`src/rtl/core/kcnt_pkg.sv`:
```
`default_nettype none
// ----------------------------------------------------------------------------
// kcnt_pkg
// Shared widths, codes and types for the keyed saturating counter table.
// ----------------------------------------------------------------------------
package kcnt_pkg;

    localparam int DEF_TABLE_ENTRIES = 16;
    localparam int DEF_KEY_BITS      = 64;

    localparam int MODE_W   = 2;
    localparam int STATUS_W = 2;
    localparam int COUNT_W  = 64;
    localparam int VALUE_W  = 64;
    localparam int DKEY_W   = 64;

    localparam logic [MODE_W-1:0] MODE_INCR    = 2'd0;
    localparam logic [MODE_W-1:0] MODE_RESTORE = 2'd1;
    localparam logic [MODE_W-1:0] MODE_READ    = 2'd2;

    localparam logic [STATUS_W-1:0] ST_OK    = 2'd0;
    localparam logic [STATUS_W-1:0] ST_FULL  = 2'd1;
    localparam logic [STATUS_W-1:0] ST_STALE = 2'd2;

    typedef struct packed {
        logic                wr;
        logic [COUNT_W-1:0]  count;
        logic [STATUS_W-1:0] status;
    } upd_t;

endpackage

`default_nettype wire

```
`src/rtl/core/kcnt_ram.sv`:
```
`default_nettype none
// ----------------------------------------------------------------------------
// kcnt_ram
// Single-port-write, single-port-read memory with a registered read.
// ----------------------------------------------------------------------------
module kcnt_ram #(
    parameter int DEPTH  = kcnt_pkg::DEF_TABLE_ENTRIES,
    parameter int WIDTH  = kcnt_pkg::COUNT_W,
    parameter int ADDR_W = (DEPTH > 1) ? $clog2(DEPTH) : 1
) (
    input  logic              clk,
    input  logic              wr_en,
    input  logic [ADDR_W-1:0] wr_addr,
    input  logic [WIDTH-1:0]  wr_data,
    input  logic [ADDR_W-1:0] rd_addr,
    output logic [WIDTH-1:0]  rd_data
);

    logic [WIDTH-1:0] mem [DEPTH];
    logic [WIDTH-1:0] rd_data_reg;

    always_ff @(posedge clk)
    begin
        if (wr_en)
        begin
            mem[wr_addr] <= wr_data;
        end
        rd_data_reg <= mem[rd_addr];
    end

    assign rd_data = rd_data_reg;

endmodule

`default_nettype wire

```
`src/rtl/core/kcnt_update.sv`:
```
`default_nettype none
// ----------------------------------------------------------------------------
// kcnt_update
// Modify step for a found entry: saturating increment, monotonic restore
// or plain read.
// ----------------------------------------------------------------------------
module kcnt_update (
    input  logic [kcnt_pkg::MODE_W-1:0]  mode,
    input  logic [kcnt_pkg::VALUE_W-1:0] value,
    input  logic [kcnt_pkg::COUNT_W-1:0] old_count,
    output kcnt_pkg::upd_t               upd
);

    logic [kcnt_pkg::COUNT_W:0] sum;

    assign sum = {1'b0, old_count} + {1'b0, value};

    always_comb
    begin
        upd.wr     = 1'b0;
        upd.count  = old_count;
        upd.status = kcnt_pkg::ST_OK;
        case (mode)
            kcnt_pkg::MODE_INCR:
            begin
                upd.wr    = 1'b1;
                upd.count = sum[kcnt_pkg::COUNT_W] ? '1 : sum[kcnt_pkg::COUNT_W-1:0];
            end
            kcnt_pkg::MODE_RESTORE:
            begin
                if (value < old_count)
                begin
                    upd.status = kcnt_pkg::ST_STALE;
                end
                else
                begin
                    upd.wr    = 1'b1;
                    upd.count = value;
                end
            end
            default:
            begin
                upd.wr = 1'b0;
            end
        endcase
    end

endmodule

`default_nettype wire

```
`src/rtl/core/keyed_saturating_counter_table.sv`:
```
`default_nettype none
// ----------------------------------------------------------------------------
// keyed_saturating_counter_table
// Table of saturating 64-bit counters tagged by device key, held in a key
// memory and a count memory, with a sequential key scan.
// ----------------------------------------------------------------------------
// One item is handled at a time. After an item is accepted the key memory is
// scanned one filled slot per clock; on a hit the count is then read, modified
// and written back, and on a miss a write mode stores the key and value in the
// next free slot unless the table is full.
// The next item is taken in the cycle after the result is loaded into the
// output register, even if that result is still stalled.
module keyed_saturating_counter_table #(
    parameter int TABLE_ENTRIES = kcnt_pkg::DEF_TABLE_ENTRIES,
    parameter int KEY_BITS      = kcnt_pkg::DEF_KEY_BITS
) (
    input  logic                            clk,
    input  logic                            rst_n,
    input  logic                            in_valid,
    output logic                            in_stall,
    input  logic [kcnt_pkg::MODE_W-1:0]     mode,
    input  logic [kcnt_pkg::DKEY_W-1:0]     device_key,
    input  logic [kcnt_pkg::VALUE_W-1:0]    value,
    output logic                            out_valid,
    input  logic                            out_stall,
    output logic [kcnt_pkg::COUNT_W-1:0]    count,
    output logic [kcnt_pkg::STATUS_W-1:0]   status
);

    localparam int IDX_W  = (TABLE_ENTRIES > 1) ? $clog2(TABLE_ENTRIES) : 1;
    localparam int FILL_W = $clog2(TABLE_ENTRIES + 1);

    typedef enum logic [3:0] {
        S_IDLE = 4'b0001,
        S_SCAN = 4'b0010,
        S_HIT  = 4'b0100,
        S_MISS = 4'b1000
    } state_t;

    state_t state_reg, state_next;

    logic [FILL_W-1:0]             fill_reg, fill_next;
    logic [IDX_W-1:0]              idx_reg, idx_next;
    logic [kcnt_pkg::MODE_W-1:0]   mode_reg;
    logic [KEY_BITS-1:0]           key_reg;
    logic [kcnt_pkg::VALUE_W-1:0]  value_reg;
    logic                          out_valid_reg, out_valid_next;
    logic [kcnt_pkg::COUNT_W-1:0]  count_reg, count_next;
    logic [kcnt_pkg::STATUS_W-1:0] status_reg, status_next;

    logic                          in_accept;
    logic                          out_free;
    logic                          is_write;
    logic                          table_full;
    logic [IDX_W-1:0]              idx_inc;

    logic                          key_wr_en;
    logic [IDX_W-1:0]              key_rd_addr;
    logic [KEY_BITS-1:0]           key_rd_data;
    logic                          cnt_wr_en;
    logic [IDX_W-1:0]              cnt_wr_addr;
    logic [kcnt_pkg::COUNT_W-1:0]  cnt_wr_data;
    logic [kcnt_pkg::COUNT_W-1:0]  cnt_rd_data;

    kcnt_pkg::upd_t                upd;

    assign in_stall   = (state_reg != S_IDLE);
    assign in_accept  = in_valid && !in_stall;
    assign out_free   = !out_valid_reg || !out_stall;
    assign is_write   = (mode_reg == kcnt_pkg::MODE_INCR) ||
                        (mode_reg == kcnt_pkg::MODE_RESTORE);
    assign table_full = (fill_reg == FILL_W'(TABLE_ENTRIES));
    assign idx_inc    = idx_reg + IDX_W'(1);
    assign key_rd_addr = (state_reg == S_IDLE) ? '0 : idx_inc;

    kcnt_ram #(
        .DEPTH  (TABLE_ENTRIES),
        .WIDTH  (KEY_BITS),
        .ADDR_W (IDX_W)
    ) u_key_ram (
        .clk     (clk),
        .wr_en   (key_wr_en),
        .wr_addr (fill_reg[IDX_W-1:0]),
        .wr_data (key_reg),
        .rd_addr (key_rd_addr),
        .rd_data (key_rd_data)
    );

    kcnt_ram #(
        .DEPTH  (TABLE_ENTRIES),
        .WIDTH  (kcnt_pkg::COUNT_W),
        .ADDR_W (IDX_W)
    ) u_count_ram (
        .clk     (clk),
        .wr_en   (cnt_wr_en),
        .wr_addr (cnt_wr_addr),
        .wr_data (cnt_wr_data),
        .rd_addr (idx_reg),
        .rd_data (cnt_rd_data)
    );

    kcnt_update u_update (
        .mode      (mode_reg),
        .value     (value_reg),
        .old_count (cnt_rd_data),
        .upd       (upd)
    );

    always_comb
    begin
        state_next     = state_reg;
        fill_next      = fill_reg;
        idx_next       = idx_reg;
        out_valid_next = out_valid_reg && out_stall;
        count_next     = count_reg;
        status_next    = status_reg;
        key_wr_en      = 1'b0;
        cnt_wr_en      = 1'b0;
        cnt_wr_addr    = idx_reg;
        cnt_wr_data    = upd.count;
        case (state_reg)
            S_IDLE:
            begin
                if (in_accept)
                begin
                    idx_next   = '0;
                    state_next = (fill_reg == '0) ? S_MISS : S_SCAN;
                end
            end
            S_SCAN:
            begin
                if (key_rd_data == key_reg)
                begin
                    state_next = S_HIT;
                end
                else if ((FILL_W'(idx_reg) + FILL_W'(1)) == fill_reg)
                begin
                    state_next = S_MISS;
                end
                else
                begin
                    idx_next = idx_inc;
                end
            end
            S_HIT:
            begin
                if (out_free)
                begin
                    cnt_wr_en      = upd.wr;
                    count_next     = upd.count;
                    status_next    = upd.status;
                    out_valid_next = 1'b1;
                    state_next     = S_IDLE;
                end
            end
            S_MISS:
            begin
                if (out_free)
                begin
                    count_next     = '0;
                    status_next    = kcnt_pkg::ST_OK;
                    out_valid_next = 1'b1;
                    state_next     = S_IDLE;
                    if (is_write)
                    begin
                        if (table_full)
                        begin
                            status_next = kcnt_pkg::ST_FULL;
                        end
                        else
                        begin
                            key_wr_en   = 1'b1;
                            cnt_wr_en   = 1'b1;
                            cnt_wr_addr = fill_reg[IDX_W-1:0];
                            cnt_wr_data = value_reg;
                            count_next  = value_reg;
                            fill_next   = fill_reg + FILL_W'(1);
                        end
                    end
                end
            end
            default:
            begin
                state_next = S_IDLE;
            end
        endcase
    end

    always_ff @(posedge clk or negedge rst_n)
    begin
        if (!rst_n)
        begin
            state_reg     <= S_IDLE;
            fill_reg      <= '0;
            idx_reg       <= '0;
            out_valid_reg <= 1'b0;
        end
        else
        begin
            state_reg     <= state_next;
            fill_reg      <= fill_next;
            idx_reg       <= idx_next;
            out_valid_reg <= out_valid_next;
        end
    end

    always_ff @(posedge clk)
    begin
        if (in_accept)
        begin
            mode_reg  <= mode;
            key_reg   <= device_key[KEY_BITS-1:0];
            value_reg <= value;
        end
        count_reg  <= count_next;
        status_reg <= status_next;
    end

    assign out_valid = out_valid_reg;
    assign count     = count_reg;
    assign status    = status_reg;

endmodule

`default_nettype wire

```
`config.mk`:
```
export PLATFORM = sky130hd
export DESIGN_NAME = keyed_saturating_counter_table
export DESIGN_NICKNAME = d
export VERILOG_FILES = /design/src/rtl/core/kcnt_pkg.sv /design/src/rtl/core/kcnt_ram.sv /design/src/rtl/core/kcnt_update.sv /design/src/rtl/core/keyed_saturating_counter_table.sv
export SDC_FILE = /design/constraint.sdc
export NUM_CORES = 2
export LEC_CHECK = 0
export BUFFER_PORTS_ARGS = -buffer_cell sky130_fd_sc_hd__buf_4
export CAP_MARGIN = 20
export CORE_UTILIZATION = 35
export CTS_CLUSTER_DIAMETER = 60
export CTS_CLUSTER_SIZE = 10
export DETAILED_ROUTE_END_ITERATION = 10
export PLACE_DENSITY = 0.55
export SLEW_MARGIN = 15
export SYNTH_ARGS = -nofsm -noshare
export SYNTH_HDL_FRONTEND = slang
export SYNTH_SLANG_ARGS = --single-unit
```
`constraint.sdc`:
```
create_clock -name clk -period 10.9 [get_ports clk]
set_input_delay 1.635 -clock clk [delete_from_list [all_inputs] [get_ports clk]]
set_output_delay 1.635 -clock clk [all_outputs]
set_load 0.02 [all_outputs]
```
Word-level counts from Yosys, hierarchy flattened
Memories as Yosys holds them, arrays and structs flattened. A register that Yosys moved wholly into a read port is not among the register bits.
Cells that the tools add are included.
{ "word_totals": {"mem_count": 2, "output_inout_bits": 68, "mem_bits_rw": 2048, "reg_bits": 210} }
{ "memory_table": {"columns": ["name", "depth", "word_bits", "rd", "rd_clocked_by_memory_dff", "write_ports", "line_no", "text"], "rows": [
  ["u_count_ram.mem", 16, 64, 1, 1, 1, "kcnt_ram.sv:19", "logic [WIDTH-1:0] mem [DEPTH];"],
  ["u_key_ram.mem", 16, 64, 1, 1, 1, "kcnt_ram.sv:19", null]
]} }
{ "op_classes": {"n_eq_ne": 16, "add_sub_neg": 4, "mux": 47, "n_reduce_logical": 16, "bitwise": 1, "n_lt_le_gt_ge": 1} }
{ "op_table": {"columns": ["op", "count"], "rows": [
  ["2-to-1 mux 64 bit", 9],
  ["one-hot mux 64 bit (2 select lines)", 2],
  ["adder 64 x 64 -> 65 bit", 1],
  ["2-to-1 mux 65 bit", 1],
  ["equality test 64 bit", 1],
  ["less-than comparator 64 bit", 1],
  ["2-to-1 mux 4 bit", 13],
  ["2-to-1 mux 1 bit", 13],
  ["one-hot mux 4 bit (3 select lines)", 1],
  ["!= test 2 bit, second input constant", 5],
  ["2-to-1 mux 2 bit", 4],
  ["one-hot mux 4 bit (2 select lines)", 1],
  ["AND reduction 4 bit", 2],
  ["AND reduction 3 bit", 2],
  ["adder 4 x 1 -> 5 bit, second input constant", 1],
  ["adder 5 x 1 -> 5 bit, second input constant", 1],
  ["equality test 5 bit", 1],
  ["equality test 5 bit, second input constant", 1],
  ["logical NOT 5 bit", 1],
  ["adder 4 x 1 -> 4 bit, second input constant", 1],
  ["equality test 4 x 1 -> 1 bit, second input constant", 1],
  ["equality test 4 x 2 -> 1 bit, second input constant", 1],
  ["equality test 4 x 3 -> 1 bit, second input constant", 1],
  ["equality test 4 bit, second input constant", 1],
  ["13 further kinds", 19]
]} }

Logic depth before layout (Yosys ltp)
{ "depth": {"ltp_word": 7, "mapped_depth": 15, "mapped_depth_nobuf": 12} }

Cells and area by module
Synthesis repeated with hierarchy kept, for this count alone.
{ "unflattened": {"hier_cells": 4876, "hier_area_um2": 95061.2} }
{ "by_module_without_submodules": {"columns": ["mod", "seq_area_each_um2", "area_each_um2", "n_inst", "cells_per_inst"], "rows": [
  ["kcnt_ram", 32030.7, 39581.7, 2, 1647],
  ["keyed_saturating_counter_table", 6237.2, 9064.9, 1, 549],
  ["kcnt_update", 0.0, 6832.8, 1, 1033]
]} }

Worst setup path before layout
No wires, ideal clock.
{ "synth_timing": {"kind": "in2reg", "startpoint": "input port out_stall", "endpoint": "memory u_key_ram.mem[0][0] (netlist bit) (enable)", "path_stages": 7, "n_path_buf": 3, "arrival_time_ns": 6.947, "t_required_ns": 10.335, "setup_slack_ns": 3.389, "path_cell_list": "nand2_1 > and2_1 > clkbuf_1 > buf_2 > buf_2 > nand2_1 > nor3_1"} }
{ "synth_via": {"elab_chain_len": 6} }
{ "synth_lines": {"columns": ["item", "line_no", "text"], "rows": [
  ["start, declared", "keyed_saturating_counter_table.sv:25", "input logic out_stall,"],
  ["logical NOT 1 bit", "keyed_saturating_counter_table.sv:69", "assign out_free = !out_valid_reg || !out_stall;"],
  ["logical OR 1 bit", "keyed_saturating_counter_table.sv:69", null],
  ["2-to-1 mux 1 bit", "keyed_saturating_counter_table.sv:158", "if (out_free)"],
  ["2-to-1 mux 1 bit", "keyed_saturating_counter_table.sv:121", "case (state_reg)"],
  ["2-to-1 mux 1 bit", "kcnt_ram.sv:24", "if (wr_en)"],
  ["2-to-1 mux 1 bit (implied by the code)", "kcnt_ram.sv:26", "mem[wr_addr] <= wr_data;"],
  ["end, declared", "kcnt_ram.sv:19", null]
]} }
No other way between the ends.

Worst setup path in the final report
{ "layout_timing": {"startpoint": "register value_reg[62] (netlist bit)", "endpoint": "memory u_count_ram.mem[0][12] (netlist bit) (enable)"} }
{ "layout_via": {"elab_chain_len": 7} }
{ "layout_lines": {"columns": ["item", "line_no", "text"], "rows": [
  ["start, declared", "keyed_saturating_counter_table.sv:46", "logic [kcnt_pkg::VALUE_W-1:0] value_reg;"],
  ["start signal, assigned", "keyed_saturating_counter_table.sv:213", "value_reg <= value;"],
  ["less-than comparator 64 bit", "kcnt_update.sv:31", "if (value < old_count)"],
  ["2-to-1 mux 65 bit", "kcnt_update.sv:31", null],
  ["one-hot mux 1 bit (2 select lines)", "kcnt_update.sv:23", "case (mode)"],
  ["2-to-1 mux 1 bit", "keyed_saturating_counter_table.sv:147", "if (out_free)"],
  ["one-hot mux 1 bit (2 select lines)", "keyed_saturating_counter_table.sv:121", null],
  ["2-to-1 mux 1 bit", "kcnt_ram.sv:24", null],
  ["2-to-1 mux 1 bit (implied by the code)", "kcnt_ram.sv:26", null],
  ["end, declared", "kcnt_ram.sv:19", null]
]} }
No other way between the ends.

==> flow_results.xml <==
<?xml version="1.0" encoding="UTF-8"?>
<metrics>
  <group name="run_status">
    <metric name="outcome" unit="">finished, final reports clean</metric>
  </group>
  <group name="drt">
    <metric name="route.top_layer_used" unit="">met5</metric>
    <metric name="mean_number_of_vias_per_cell" unit="">5.45</metric>
    <metric name="routed-via-count" unit="">56200</metric>
    <metric name="route.detailed.drc" unit="">0</metric>
    <metric name="finalWirelength" unit="um">279000</metric>
    <metric name="wl_met3" unit="um">15400</metric>
    <metric name="first_iter_violations" unit="">5463</metric>
    <metric name="detailedRoute.firstPassIterationCount" unit="">6</metric>
    <metric name="met1_length" unit="um">120000</metric>
    <metric name="detail-route-antenna-nets" unit="">0</metric>
    <metric name="detailroute.wirelength.met2" unit="um">137000</metric>
    <metric name="routed_wire_length_per_instance" unit="um">27.1</metric>
  </group>
  <group name="pwr">
    <metric name="clock_power_share" unit="">0.296</metric>
    <metric name="static_leakage" unit="uW">0.0358</metric>
    <metric name="irDropWorstVdd" unit="uV">204</metric>
    <metric name="powerDensity" unit="nW/um^2">264</metric>
    <metric name="comb_power_share" unit="">0.295</metric>
    <metric name="power.internal" unit="uW">19800</metric>
    <metric name="power_frac_seq" unit="">0.408</metric>
    <metric name="switching_share" unit="">0.338</metric>
    <metric name="power.net_switching" unit="uW">10100</metric>
  </group>
  <group name="clocking">
    <metric name="cts-root-to-sink-buffers" unit="">4</metric>
    <metric name="clock_tree_from_tritoncts" unit="">built</metric>
    <metric name="clk_pin_slew" unit="ps">60</metric>
    <metric name="cts.repair_timing.setup_buffer_count" unit="">0</metric>
    <metric name="ctsResizeCount" unit="">0</metric>
    <metric name="insertion_delay" unit="ps">890</metric>
    <metric name="cts.htree.levels" unit="">5</metric>
    <metric name="holdBufCountCts" unit="">0</metric>
    <metric name="cts.sinks" unit="">2386</metric>
    <metric name="number_of_buffers_created_by_cts" unit="">288</metric>
    <metric name="clk_root_buffer_cell" unit="">clkbuf_16</metric>
  </group>
  <group name="die">
    <metric name="initial_utilization" unit="">0.352</metric>
    <metric name="floorplan.rows" unit="">194</metric>
    <metric name="ioPinCount" unit="">202</metric>
    <metric name="die_h" unit="um">532</metric>
    <metric name="fp.dieArea" unit="sq um">283000</metric>
    <metric name="die_x" unit="um">532</metric>
    <metric name="design.core.area" unit="sq um">279000</metric>
  </group>
  <group name="worst_setup_path">
    <metric name="worstPathBufferInverterCount" unit="">3</metric>
    <metric name="critPathArrivalTime" unit="ps">6660</metric>
    <metric name="cp-end-kind" unit="">flip-flop</metric>
    <metric name="worst_path_largest_cell_delay" unit="ps">830</metric>
    <metric name="crit_path_cell_trace" unit="">ha_1, nand4_1, nor3_1, nand4_1, a311oi_1, nor2_1, a41o_2, buf_4, nor2b_1, o21a_1, o21ai_0, buf_2, nor2_4, buf_4</metric>
    <metric name="r2r_slack" unit="ps">4720</metric>
    <metric name="start_kind" unit="">flip-flop</metric>
    <metric name="cp_slowest_cell" unit="">buf_4</metric>
    <metric name="worst-endpoint-required" unit="ps">11370</metric>
    <metric name="path_class" unit="">flip-flop to flip-flop</metric>
    <metric name="cpLargestDelayFamily" unit="">simple AND/OR/NAND/NOR gates</metric>
    <metric name="path_max_fanout" unit="">43</metric>
  </group>
  <group name="hold_path">
    <metric name="hold_path_class" unit="">primary input to asynchronous set/reset pin</metric>
  </group>
  <group name="sta">
    <metric name="fmaxAchievable" unit="MHz">162</metric>
    <metric name="timing.final.crit_share" unit="">0.567</metric>
    <metric name="finalSetupViolations" unit="">0</metric>
    <metric name="timing_hold_violations_final" unit="">0</metric>
    <metric name="unrepaired_setup_endpoints_after_global_routing" unit="">false</metric>
    <metric name="maxSlewHeadroom" unit="">0.207</metric>
    <metric name="fin_setup_tns" unit="ps">0</metric>
    <metric name="timing.final.max_slew_violations" unit="">0</metric>
    <metric name="worst-slew-pin-transition" unit="ps">1180</metric>
    <metric name="period_needed" unit="ps">6180</metric>
    <metric name="clock_skew" unit="ps">49.9</metric>
  </group>
  <group name="synth">
    <metric name="syn-mean-instance-area" unit="sq um">16.0</metric>
    <metric name="synth-async-reset-ratio" unit="">0.00587</metric>
    <metric name="synth_seq_area_share" unit="">0.716</metric>
    <metric name="synth_largest_area_cell" unit="">edfxtp_1</metric>
    <metric name="yosys_register_bits" unit="">2386</metric>
    <metric name="share_of_the_synthesized_area_in_the_top_cell_type" unit="">0.686</metric>
    <metric name="synth_edf_count" unit="">2244</metric>
    <metric name="synthesis.yosys.warnings" unit="">0</metric>
    <metric name="synthTopCellsByArea" unit="">edfxtp_1 (69%), mux4_2 (8.8%), dfxtp_1 (2.6%)</metric>
    <metric name="syn_nets" unit="">6406</metric>
    <metric name="ys.flop_type" unit="">edfxtp_1</metric>
    <metric name="synthCells" unit="">6138</metric>
    <metric name="synth_cell_type_count" unit="">97</metric>
    <metric name="post_synth_instance_area" unit="sq um">98200</metric>
  </group>
  <group name="cells_and_area">
    <metric name="post_layout_net_count" unit="">6654</metric>
    <metric name="reg_top3" unit="">u_count_ram.mem: 1024 flops, u_key_ram.mem: 1024 flops</metric>
    <metric name="layout-drive-gt1-share" unit="">0.178</metric>
    <metric name="commonest_non_fill_non_tap_cell_in_the_layout" unit="">edfxtp_1</metric>
    <metric name="layout_common_cells" unit="">edfxtp_1 (2244), nand2_1 (424), nor2_1 (392), mux4_2 (384), buf_4 (337)</metric>
    <metric name="finish.utilization" unit="">0.405</metric>
    <metric name="synthToLayoutAreaGrowth" unit="%">15.1</metric>
  </group>
  <group name="place">
    <metric name="hpwlAfterDp" unit="um">167000</metric>
    <metric name="placement.io_buffers" unit="">201</metric>
    <metric name="gpl.final_weighted_congestion" unit="">0.905</metric>
  </group>
  <group name="global_route">
    <metric name="grt_first_pass_wirelength" unit="um">401000</metric>
    <metric name="global_route.overflow_total" unit="">0</metric>
    <metric name="grt_start_max_net_pins" unit="">188</metric>
    <metric name="grt_antenna_before_repair" unit="">39</metric>
    <metric name="number_of_global_route_vias_before_repair" unit="">55900</metric>
    <metric name="grt_usage" unit="">0.193</metric>
  </group>
  <group name="job">
    <metric name="drv_cap" unit="">0</metric>
  </group>
</metrics>
## power by group through the flow
stage | Combinational [uW] | Sequential (uW) | Clock (uW)
after detailed placement | 8780 | 12400 | 0
after global routing | 9460 | 12300 | 9370
final | 8810 | 12200 | 8840
after global placement | 8700 | 12300 | 0
after floorplan | 5530 | 12200 | 0
after CTS | 8830 | 12200 | 9030
## path summary, 6_finish.rpt
kind,from,end,depth (start not counted)
worst min register to register,state_reg[1]$_DFFE_PN0P_,state_reg[0]$_DFFE_PN1P_,2
worst max-delay path,value_reg[62]$_DFFE_PP_,u_count_ram.mem[0][12]$_DFFE_PP_,14
worst max register to register,value_reg[62]$_DFFE_PP_,u_count_ram.mem[0][12]$_DFFE_PP_,14
worst min-delay path,rst_n,fill_reg[0]$_DFFE_PN0P_,1
min in group clk,state_reg[1]$_DFFE_PN0P_,state_reg[0]$_DFFE_PN1P_,2
max in group asynchronous,rst_n,state_reg[0]$_DFFE_PN1P_,1
## area by class of cell
class / count / area, sq um
fillers: 25400 / 166000
flip-flops and latches: 2386 / 70300
multi-input cells: 3220 / 26300
clock buffers: 439 / 7930
well taps: 3724 / 4660
repair buffers: 350 / 2730
clock inverters: 44 / 613
inverters: 140 / 538
diodes: 8 / 20.0
## Yosys cell counts, types with 6 or more instances
master    number
o21a_1        10
and3_1         7
o22ai_1       16
nand4_1       26
o311ai_0     130
a221o_1       11
o21ai_0      229
o22a_1         6
or4_1          6
ha_1         133
o221ai_1       7
xnor2_1       63
clkbuf_1     310
buf_1         42
o211ai_1      16
nand2_1      426
inv_1        138
o21bai_1      19
a22o_1        19
or3_1          7
dfxtp_1      128
buf_2         34
a31oi_1      150
a211oi_1     144
mux4_2       384
edfxtp_1    2244
a222oi_1      11
a21oi_1      292
a22oi_1       14
a41oi_1        6
nand3_1       36
xor2_1        62
a21o_1        15
nor4_1        47
nor2b_1       20
and2_1       132
nand2b_1     138
o31ai_1       37
nor2_1       424
a221oi_1       8
nor3_1        40
o21ai_1       17
mux2i_1        6
dfrtp_1       13
## logic make-up (layout without fill, tap and decap cells)
logic type      after synthesis  count (layout)  share of synthesized area
buf+inv                     532             973                     0.0211
fa+ha+maj                   134             134                     0.0171
xor+xnor                    125             125                     0.0111
simple gates               1344            1344                     0.0639
flops                      2386            2386                      0.716
mux                         395             395                     0.0892
other cells                   0               8                          0
compound gates             1222            1222                     0.0820
## metal layers
| metal | track usage | up-vias |
|---|---|---|
| li1 | - | 24700 |
| met4 | 0.0539 | 4 |
| met3 | 0.0267 | 433 |
| met2 | 0.321 | 1895 |
| met1 | 0.263 | 29200 |
| met5 | 0 | - |
## stage by stage
step	cell area, sq um	cells	total power, uW	hold WS [ps]	setup slack, ps
6_report	113000	10300	29900	620	4720
5_1_grt	113000	10300	31100	598	4530
4_1_cts	113000	10300	30100	561	4640
3_5_place_dp	104000	9816	21200	619	4660
3_3_place_gp	104000	9807	21000	611	4790
2_1_floorplan	98200	6138	17700	513	3390
Note: power is estimated with default switching activity, not from simulation.
